File: src/hdl/splitmix64_ranged_random_core_macros.svh
// Assertion macros for the splitmix64 ranged random core.
// Relies on signals named clk and rst in the module that uses them.
`ifndef SPLITMIX64_RANGED_RANDOM_CORE_MACROS_SVH
`define SPLITMIX64_RANGED_RANDOM_CORE_MACROS_SVH
`ifndef SYNTH
// Same-cycle implication, checked while out of reset.
`define SMR_ASSERT_IMP(lbl, ante, cons) \
  lbl: assert property (@(posedge clk) disable iff (rst) (ante) |-> (cons)) \
    else $error("smr: same-cycle check failed");
// Next-cycle implication, checked while out of reset.
`define SMR_ASSERT_NXT(lbl, ante, cons) \
  lbl: assert property (@(posedge clk) disable iff (rst) (ante) |=> (cons)) \
    else $error("smr: next-cycle check failed");
`else
`define SMR_ASSERT_IMP(lbl, ante, cons)
`define SMR_ASSERT_NXT(lbl, ante, cons)
`endif
`endif

File: src/hdl/smr_pkg.sv
// Shared types and constants for the splitmix64 ranged random core.
// No dependencies; used by smr_arith and the top level.
package smr_pkg;

  localparam int unsigned WORD_W        = 64;
  localparam int unsigned FRAC_W        = 53;
  localparam int unsigned SMR_MUL_DIGIT = 8;

  localparam logic [WORD_W-1:0] GOLDEN_STEP = 64'h9E37_79B9_7F4A_7C15;
  localparam logic [WORD_W-1:0] MIX_MUL_A   = 64'hBF58_476D_1CE4_E5B9;
  localparam logic [WORD_W-1:0] MIX_MUL_B   = 64'h94D0_49BB_1331_11EB;

  // Command codes. Code 3 behaves as a fraction draw.
  typedef enum logic [1:0] {
    CMD_FRACTION   = 2'd0,
    CMD_UNIT_RANGE = 2'd1,
    CMD_RANGE      = 2'd2
  } cmd_t;

  typedef enum logic [0:0] {
    ARITH_MUL = 1'b0,
    ARITH_MOD = 1'b1
  } arith_op_t;

  typedef struct packed {
    logic      start;
    arith_op_t op;
  } arith_req_t;

  typedef struct packed {
    logic busy;
    logic done;
  } arith_stat_t;

  typedef enum logic [3:0] {
    ST_IDLE,
    ST_MIX_A,
    ST_WAIT_A,
    ST_MIX_B,
    ST_WAIT_B,
    ST_SPAN,
    ST_DECIDE,
    ST_WAIT_MOD,
    ST_DONE
  } state_t;

endpackage

File: src/hdl/smr_arith.sv
// Shared iterative arithmetic unit: 64-bit low-half multiply, digit serial,
// and 64-bit unsigned modulo by restoring division. Depends on smr_pkg.
module smr_arith import smr_pkg::*; #(
  parameter int unsigned MulDigit = SMR_MUL_DIGIT
) (
  input  logic              clk,
  input  logic              rst,
  input  arith_req_t        req,
  input  logic [WORD_W-1:0] opa,
  input  logic [WORD_W-1:0] opb,
  output arith_stat_t       stat,
  output logic [WORD_W-1:0] result
);

  localparam int unsigned MulSteps = WORD_W / MulDigit;
  localparam int unsigned CntW     = $clog2(WORD_W);

  logic [WORD_W-1:0]          acc;
  logic [WORD_W-1:0]          opa_r;
  logic [WORD_W-1:0]          opb_r;
  arith_op_t                  op_r;
  logic                       busy;
  logic                       done;
  logic [CntW-1:0]            cnt;

  logic [WORD_W-1:0]          prod;
  logic [WORD_W-1:0]          mul_sum;
  logic [WORD_W:0]            trial;
  logic [WORD_W+1:0]          diff;
  logic [WORD_W-1:0]          rem_next;

  // Multiply: one digit of the multiplier per cycle, multiplicand shifts up.
  always_comb begin
    prod    = opa_r * WORD_W'(opb_r[MulDigit-1:0]);
    mul_sum = acc + prod;
  end

  // Modulo: shift in one dividend bit, subtract the divisor when it fits.
  always_comb begin
    trial    = {acc, opa_r[WORD_W-1]};
    diff     = {1'b0, trial} - {2'b00, opb_r};
    rem_next = diff[WORD_W+1] ? trial[WORD_W-1:0] : diff[WORD_W-1:0];
  end

  always_ff @(posedge clk) begin
    if (rst) begin
      busy <= 1'b0;
      done <= 1'b0;
    end else begin
      done <= 1'b0;
      if (req.start) begin
        busy  <= 1'b1;
        op_r  <= req.op;
        acc   <= '0;
        opa_r <= opa;
        opb_r <= opb;
        cnt   <= (req.op == ARITH_MUL) ? CntW'(MulSteps - 1) : CntW'(WORD_W - 1);
      end else if (busy) begin
        unique case (op_r)
          ARITH_MUL: begin
            acc   <= mul_sum;
            opa_r <= opa_r << MulDigit;
            opb_r <= opb_r >> MulDigit;
          end
          ARITH_MOD: begin
            acc   <= rem_next;
            opa_r <= opa_r << 1;
          end
          default: begin
            acc <= acc;
          end
        endcase
        if (cnt == '0) begin
          busy <= 1'b0;
          done <= 1'b1;
        end else begin
          cnt <= cnt - 1'b1;
        end
      end
    end
  end

  assign stat.busy = busy;
  assign stat.done = done;
  assign result    = acc;

endmodule

File: src/hdl/splitmix64_ranged_random_core.sv
// Top level of the splitmix64 ranged random core: sequencer, seed state and
// result register. Depends on smr_pkg, smr_arith and the assertion macros.
`include "splitmix64_ranged_random_core_macros.svh"

// How to use this block:
// The request channel (req_valid, req_stall) carries command, lower_bound and
// upper_bound; a transaction happens at a rising edge with req_valid high and
// req_stall low. Each transaction yields exactly one response transaction on
// rsp_valid / rsp_stall carrying ranged_value, fraction_bits, empty_interval.
// The seed is written through cfg_valid / cfg_ready with initial_seed as data;
// the write also reloads the running seed. Writes are taken only while idle.
// Every request first advances the running seed, then mixes it with two
// multiplies on the shared arithmetic unit (MulDigit bits per cycle). A
// fraction draw then goes to the done state; an empty interval or a full
// 64-bit span passes the decide state first, and a range draw adds a
// restoring modulo on the same unit. The sequencer returns to idle in the
// same cycle as the response turns valid, and the next request can be taken
// from then on. The sequencer stalls the request channel until the result
// sits in the output register, which lets the next request start while a
// response waits; under a long receiver stall the next result waits in the
// done state. Reset (rst, synchronous) clears the running seed to zero and
// empties the output register.
module splitmix64_ranged_random_core import smr_pkg::*; #(
  parameter int unsigned MulDigit = SMR_MUL_DIGIT
) (
  input  logic                     clk,
  input  logic                     rst,
  input  logic                     cfg_valid,
  output logic                     cfg_ready,
  input  logic [WORD_W-1:0]        initial_seed,
  input  logic                     req_valid,
  output logic                     req_stall,
  input  logic [1:0]               command,
  input  logic signed [WORD_W-1:0] lower_bound,
  input  logic signed [WORD_W-1:0] upper_bound,
  output logic                     rsp_valid,
  input  logic                     rsp_stall,
  output logic signed [WORD_W-1:0] ranged_value,
  output logic [FRAC_W-1:0]        fraction_bits,
  output logic                     empty_interval
);

  state_t            state;
  state_t            state_next;

  logic [WORD_W-1:0] running_seed;
  logic              frac_r;
  logic [WORD_W-1:0] lo_r;
  logic [WORD_W-1:0] hi_r;
  logic [WORD_W-1:0] z;
  logic [WORD_W-1:0] span;
  logic              empty_r;
  logic [WORD_W-1:0] res_value;
  logic [FRAC_W-1:0] res_frac;
  logic              res_empty;

  arith_req_t        arith_req;
  arith_stat_t       arith_stat;
  logic [WORD_W-1:0] arith_opa;
  logic [WORD_W-1:0] arith_opb;
  logic [WORD_W-1:0] arith_result;

  logic              req_take;
  logic              cfg_take;
  logic              out_free;

  assign req_take = req_valid && !req_stall;
  assign cfg_take = cfg_valid && cfg_ready;
  assign out_free = !rsp_valid || !rsp_stall;

  smr_arith #(
    .MulDigit(MulDigit)
  ) u_arith (
    .clk   (clk),
    .rst   (rst),
    .req   (arith_req),
    .opa   (arith_opa),
    .opb   (arith_opb),
    .stat  (arith_stat),
    .result(arith_result)
  );

  // Next-state logic.
  always_comb begin
    state_next = state;
    unique case (state)
      ST_IDLE:     if (req_take) state_next = ST_MIX_A;
      ST_MIX_A:    state_next = ST_WAIT_A;
      ST_WAIT_A:   if (arith_stat.done) state_next = ST_MIX_B;
      ST_MIX_B:    state_next = ST_WAIT_B;
      ST_WAIT_B:   if (arith_stat.done) state_next = ST_SPAN;
      ST_SPAN:     state_next = frac_r ? ST_DONE : ST_DECIDE;
      ST_DECIDE: begin
        if (empty_r || span == '0) begin
          state_next = ST_DONE;
        end else begin
          state_next = ST_WAIT_MOD;
        end
      end
      ST_WAIT_MOD: if (arith_stat.done) state_next = ST_DONE;
      ST_DONE:     if (out_free) state_next = ST_IDLE;
      default:     state_next = ST_IDLE;
    endcase
  end

  // Sequencer outputs: handshakes and the shared unit's operands.
  always_comb begin
    cfg_ready       = (state == ST_IDLE);
    // A seed write in the same cycle takes precedence over a request.
    req_stall       = (state != ST_IDLE) || cfg_valid;
    arith_req.start = 1'b0;
    arith_req.op    = ARITH_MUL;
    arith_opa       = z;
    arith_opb       = span;
    unique case (state)
      ST_MIX_A: begin
        arith_req.start = 1'b1;
        arith_opa       = running_seed ^ (running_seed >> 30);
        arith_opb       = MIX_MUL_A;
      end
      ST_MIX_B: begin
        arith_req.start = 1'b1;
        arith_opa       = z ^ (z >> 27);
        arith_opb       = MIX_MUL_B;
      end
      ST_DECIDE: begin
        arith_req.start = !empty_r && (span != '0);
        arith_req.op    = ARITH_MOD;
      end
      default: begin
        arith_req.start = 1'b0;
      end
    endcase
  end

  always_ff @(posedge clk) begin
    if (rst) begin
      state <= ST_IDLE;
    end else begin
      state <= state_next;
    end
  end

  // Seed state: a configuration write reloads it, each request advances it.
  always_ff @(posedge clk) begin
    if (rst) begin
      running_seed <= '0;
    end else if (cfg_take) begin
      running_seed <= initial_seed;
    end else if (req_take) begin
      running_seed <= running_seed + GOLDEN_STEP;
    end
  end

  // Working registers of the current request.
  always_ff @(posedge clk) begin
    if (req_take) begin
      frac_r <= !(command == CMD_UNIT_RANGE || command == CMD_RANGE);
      lo_r   <= (command == CMD_UNIT_RANGE) ? WORD_W'(1) : lower_bound;
      hi_r   <= upper_bound;
    end
    unique case (state)
      ST_WAIT_A: begin
        if (arith_stat.done) z <= arith_result;
      end
      ST_WAIT_B: begin
        if (arith_stat.done) z <= arith_result ^ (arith_result >> 31);
      end
      ST_SPAN: begin
        span      <= hi_r - lo_r + WORD_W'(1);
        empty_r   <= $signed(lo_r) > $signed(hi_r);
        res_value <= '0;
        res_frac  <= frac_r ? z[WORD_W-1:WORD_W-FRAC_W] : '0;
        res_empty <= 1'b0;
      end
      ST_DECIDE: begin
        // A full 64-bit span wraps to zero; the draw is then lower plus z.
        if (empty_r) begin
          res_empty <= 1'b1;
        end else if (span == '0) begin
          res_value <= lo_r + z;
        end
      end
      ST_WAIT_MOD: begin
        if (arith_stat.done) res_value <= lo_r + arith_result;
      end
      default: begin
        res_empty <= res_empty;
      end
    endcase
  end

  // Output register; it is refilled only once the previous response is taken.
  always_ff @(posedge clk) begin
    if (rst) begin
      rsp_valid <= 1'b0;
    end else if (state == ST_DONE && out_free) begin
      rsp_valid <= 1'b1;
    end else if (!rsp_stall) begin
      rsp_valid <= 1'b0;
    end
  end

  always_ff @(posedge clk) begin
    if (state == ST_DONE && out_free) begin
      ranged_value   <= res_value;
      fraction_bits  <= res_frac;
      empty_interval <= res_empty;
    end
  end

  `SMR_ASSERT_NXT(a_seed_step, req_take, state == ST_MIX_A && running_seed == $past(running_seed) + GOLDEN_STEP)
  `SMR_ASSERT_IMP(a_busy_in_wait, arith_stat.busy, state == ST_WAIT_A || state == ST_WAIT_B || state == ST_WAIT_MOD)
  `SMR_ASSERT_IMP(a_empty_zero, rsp_valid && empty_interval, ranged_value == '0 && fraction_bits == '0)
  `SMR_ASSERT_NXT(a_done_loads, state == ST_DONE && !rsp_valid, rsp_valid && state == ST_IDLE)

endmodule

File: config.mk
export PLATFORM = sky130hd
export DESIGN_NAME = splitmix64_ranged_random_core
export DESIGN_NICKNAME = d
export VERILOG_FILES = /design/src/hdl/smr_pkg.sv /design/src/hdl/smr_arith.sv /design/src/hdl/splitmix64_ranged_random_core.sv
export VERILOG_INCLUDE_DIRS = /design/src /design/src/hdl
export SDC_FILE = /design/constraint.sdc
export NUM_CORES = 2
export LEC_CHECK = 0
export BUFFER_PORTS_ARGS = -buffer_cell sky130_fd_sc_hd__clkbuf_2
export CAP_MARGIN = 25
export CELL_PAD_IN_SITES_DETAIL_PLACEMENT = 1
export CELL_PAD_IN_SITES_GLOBAL_PLACEMENT = 2
export CORE_MARGIN = 4
export CORE_UTILIZATION = 45
export CTS_BUF_LIST = sky130_fd_sc_hd__clkbuf_4 sky130_fd_sc_hd__clkbuf_8
export DETAILED_ROUTE_END_ITERATION = 12
export GPL_TIMING_DRIVEN = 0
export PLACE_DENSITY_LB_ADDON = 0.1
export SLEW_MARGIN = 30
export SYNTH_ARGS = -nofsm -noshare
export SYNTH_HDL_FRONTEND = slang
export SYNTH_SLANG_ARGS = --single-unit
File: constraint.sdc
create_clock -name clk -period 13.82 [get_ports clk]
set_input_delay 1.382 -clock clk [delete_from_list [all_inputs] [get_ports clk]]
set_output_delay 1.382 -clock clk [all_outputs]
set_load 0.05 [all_outputs]
==> results.md <==
- The run finished with clean final reports.
- The setup fix buffers added after clock tree synthesis is 0.
- The post-detailed-route count of antenna-violating nets is 0.
- Counting cells, the worst reg-to-reg path comes to 22.
- In this run the most critical hold path is launched from res_value[3]$_SDFFCE_PN0P_.
- The post-route setup TNS is 0 ps.
- The tool flagged a number of max-cap violations equal to 0.
- The worst setup path is captured at a flop.
- Setup repair after global routing left no endpoint under its margin.
- The total DRC errors in the routed layout is 0.
- The count of mapped cells out of synthesis is 6596.
- The number of port buffers is 319.
- The clock reaches the later pin of the worst-skew pair after 930 ps.
- The highest clock rate is 110.9 MHz.
- By area the synthesized netlist is led by edfxtp_1 33%, fa_1 13%, ha_1 7.8%.
- The share of the synthesized area in the top cell type is 0.3304.
- Before antenna repair, the detailed router went through 5 iterations.
- The per-instance average area after synthesis is 9.550 sq um.
- During synthesis, Yosys emitted a total of 0 warnings.
- In the synthesized netlist the async set-or-reset flop fraction comes to 0.
- The path type of the worst min-delay path is reg2reg.
- The routed via count divided by cell count is 5.877.
- The synthesized netlist net count is 7601.
- No sink is reached through more buffers than the 3 on the longest clock path.
- Summed over all instances, the cell type with the most area after synthesis is edfxtp_1.
- Summing all placed instances gives a cell area of 67800 sq um.
- The aggregate routed wire length is 267300 um.
- Hold repair after CTS inserted 0 buffers.
- The post-layout net count is 8102.
- The total congestion overflow after global routing is 0.
- Detailed placement finished with a half-perimeter wire length of 222000 um.
- The number of antenna violations at the first check in global routing came to 26.
- The mapped netlist covers 62990 sq um.
- Dividing the detail-routed wire length by the instance count gives 29.37 um.
- The post-route cell area is 70940 sq um.
- The fraction of layout cells with a size suffix above 1 is 0.09946.
- Summing over every cut layer, the via total after detailed routing is 53500.
- The critical path data required time is 14440 ps.
- The die is 382.1 um tall.
- The transition time at the pin with the least slew margin is 1142 ps.
- In this run the worst path has a maximum fanout of 10.
- The area inside the core boundary is 139400 sq um.
- The via count of the first global-routing pass was 55120.
- The share of the clock period used by the worst path after layout is 0.6526.
- Relative to the synthesized area, the layout overhead comes to 12.61%.
- The top flip-flop cell by instance count after synthesis is edfxtp_1.
- After the first detailed-routing iteration, the DRC count stood at 5145.
- The most critical setup path has its endpoint at u_arith.result[61]$_SDFFCE_PP0P_.
- The number of max-slew violations in the final report is 0.
- Setup slack on the worst reg-to-reg path comes out at 4800 ps.
- Headroom to the max-slew limit came out at 0.2385.
- In this run, synthesis produced a sequential element count of 764.
- The final clock skew is 79.47 ps.
- The post-layout utilization of the core is 0.5090.
- The initial cell density of the core is 0.4520.
- The worst setup path category is reg2reg.
- The clock period could shrink to 9019 ps.
- The final count of hold timing violations is 0.
- The final count of negative-setup-slack endpoints is 0.
- The endpoint identified for the worst register-to-register timing path is u_arith.result[61]$_SDFFCE_PP0P_.
- After synthesis, the most frequently instantiated cells are 740 x inv_1, 693 x edfxtp_1, 621 x nand2_1.
- The number of flops mapped to enable cells by yosys is 693.
- TritonCTS built the clock tree.
- The die is 382.1 um wide.
- Among all cell types in the netlist, the one instantiated most often is inv_1.
- After clock tree synthesis, the clock-pin slew on the worst setup and hold paths is 60 ps.
- The die covers 146000 sq um.
- The routability congestion estimate is 0.9884.
- In this run the core area contains 137 standard-cell rows.
- Counting tap cells, the placed design contains a total of 8829 instances.
- The launch point of the worst path is u_arith.opb_r[7]$_DFFE_PP_.
- The endpoint arrival time on the critical path is 9630 ps.
- For this run, the register share of the synthesized area comes to 0.3529.
- Post-CTS repair changed the size of 0 cells.
- The first global-routing pass estimated 383500 um of wire.
- Pin placement for this block handled 320 I/O pins.
- The clock tree root buffer cell is clkbuf_8.
- In this run the critical register-to-register path is launched from u_arith.opb_r[7]$_DFFE_PP_.
- The number of unique standard cell types used by synthesis is 110.
- The H-tree generated during clock tree synthesis spans 4 levels.
- The finished layout holds 9103 standard cells, fillers aside.
- The number of fill cells is 16030.
- The number of clock buffers added by TritonCTS is 140.
- For this run, the total global-route usage over all layers was measured as 0.3618.
- The kind of start point of the critical path is a flop.
- CTS saw 764 sinks.
- Entering global routing, the biggest net connects 48 pins.
cell usage in the layout (no fill, tap or decap), drive strengths merged, types with 11 or more instances in the layout:
master	count
o21bai	60
nand3	124
a31oi	64
a21oi	429
o211ai	39
xnor2	201
a311oi	17
o21ai	389
mux2i	81
a41oi	11
buf	122
or2	11
ha	392
nor2b	105
nand2	622
nand4	74
and2	443
dfxtp	71
xor2	139
a21o	201
clkbuf	788
a211oi	120
o22ai	35
o31ai	19
nor3	65
and3	45
or3	21
clkinv	44
nor2	340
edfxtp	693
nand2b	47
inv	750
diode	18
fa	414
nor4	36
o21a	40
per-stage QoR:
step | worst slack (ps) | hold WS [ps]
6_report | 4801 | 409.4
5_1_grt | 4663 | 410.6
4_1_cts | 4873 | 397.6
3_5_place_dp | 4904 | 405.6
3_3_place_gp | 218.0 | 401.1
2_1_floorplan | 5653 | 400.3
layer usage:
layer | vias to the layer above | GRT usage | wire, um
li1 | 23640 | - | -
met1 | 27100 | 0.4769 | 108400
met2 | 2269 | 0.5746 | 121200
met3 | 494 | 0.07416 | 23110
met4 | 0 | 0.1678 | 14640
met5 | - | 0 | 0
area by class of cell:
| cell class | count | area [sq um] | share of cell area |
|---|---|---|---|
| Clock inverter | 63 | 676.9 | 0.009542 |
| Multi-Input combinational cell | 4724 | 36480 | 0.5143 |
| Buffer | 365 | 1603 | 0.02260 |
| Timing Repair Buffer | 359 | 2395 | 0.03376 |
| Tap cell | 1876 | 2347 | 0.03309 |
| Antenna cell | 18 | 45.04 | 0.0006350 |
| Clock buffer | 191 | 2366 | 0.03335 |
| Sequential cell | 764 | 22230 | 0.3134 |
| Inverter | 743 | 2789 | 0.03932 |
worst min-delay path by stage:
stage,depth (start not counted),endpoint,slack [ps]
global placement,0,fraction_bits[43]$_DFFE_PP_,400
finish,0,ranged_value[3]$_DFFE_PP_,410
global route,0,ranged_value[3]$_DFFE_PP_,410
detailed placement,0,fraction_bits[10]$_DFFE_PP_,410
floorplan,0,empty_interval$_DFFE_PP_,400
CTS,0,ranged_value[3]$_DFFE_PP_,400
kinds of logic after synthesis:
kind of cell,count (synthesis),synth area share
xor+xnor,340,0.04727
mux,85,0.01359
simple gates,1968,0.1554
flops,764,0.3529
compound gates,1525,0.1521
buf+inv,1108,0.06934
fa+ha+maj,806,0.2094
registers in the layout (all words and copies together) (netlist names):
register	flops
empty_interval	1
u_arith.busy	1
lo_r	64
z	64
u_arith.result	64
res_frac	53
state	4
u_arith.cnt	6
fraction_bits	53
u_arith.opb_r	64
rsp_valid	1
ranged_value	64
frac_r	1
hi_r	64
res_empty	1
running_seed	64
span	64
res_value	64
u_arith.op_r	1
u_arith.done	1
u_arith.opa_r	64
empty_r	1
worst max-delay path, cell delays in order (launching register included):
cell and delay (ps):
edfxtp_1 530, clkbuf_1 810, clkbuf_1 850, and2_1 260
fa_1 430, fa_1 470, fa_1 490, inv_1 50
fa_1 480, inv_1 50, ha_1 260, clkbuf_1 340
nand4_1 150, nor3_1 450, nand4_1 160, a211oi_1 910
nor3_1 380, o221a_2 380, o41ai_2 610, nand2_1 220
o22a_1 200, o21ai_0 140, o21ai_0 100
Power is left out: the tool's default activity adds up to more than one toggle a clock period on the data nets, which glitch-free logic cannot reach.
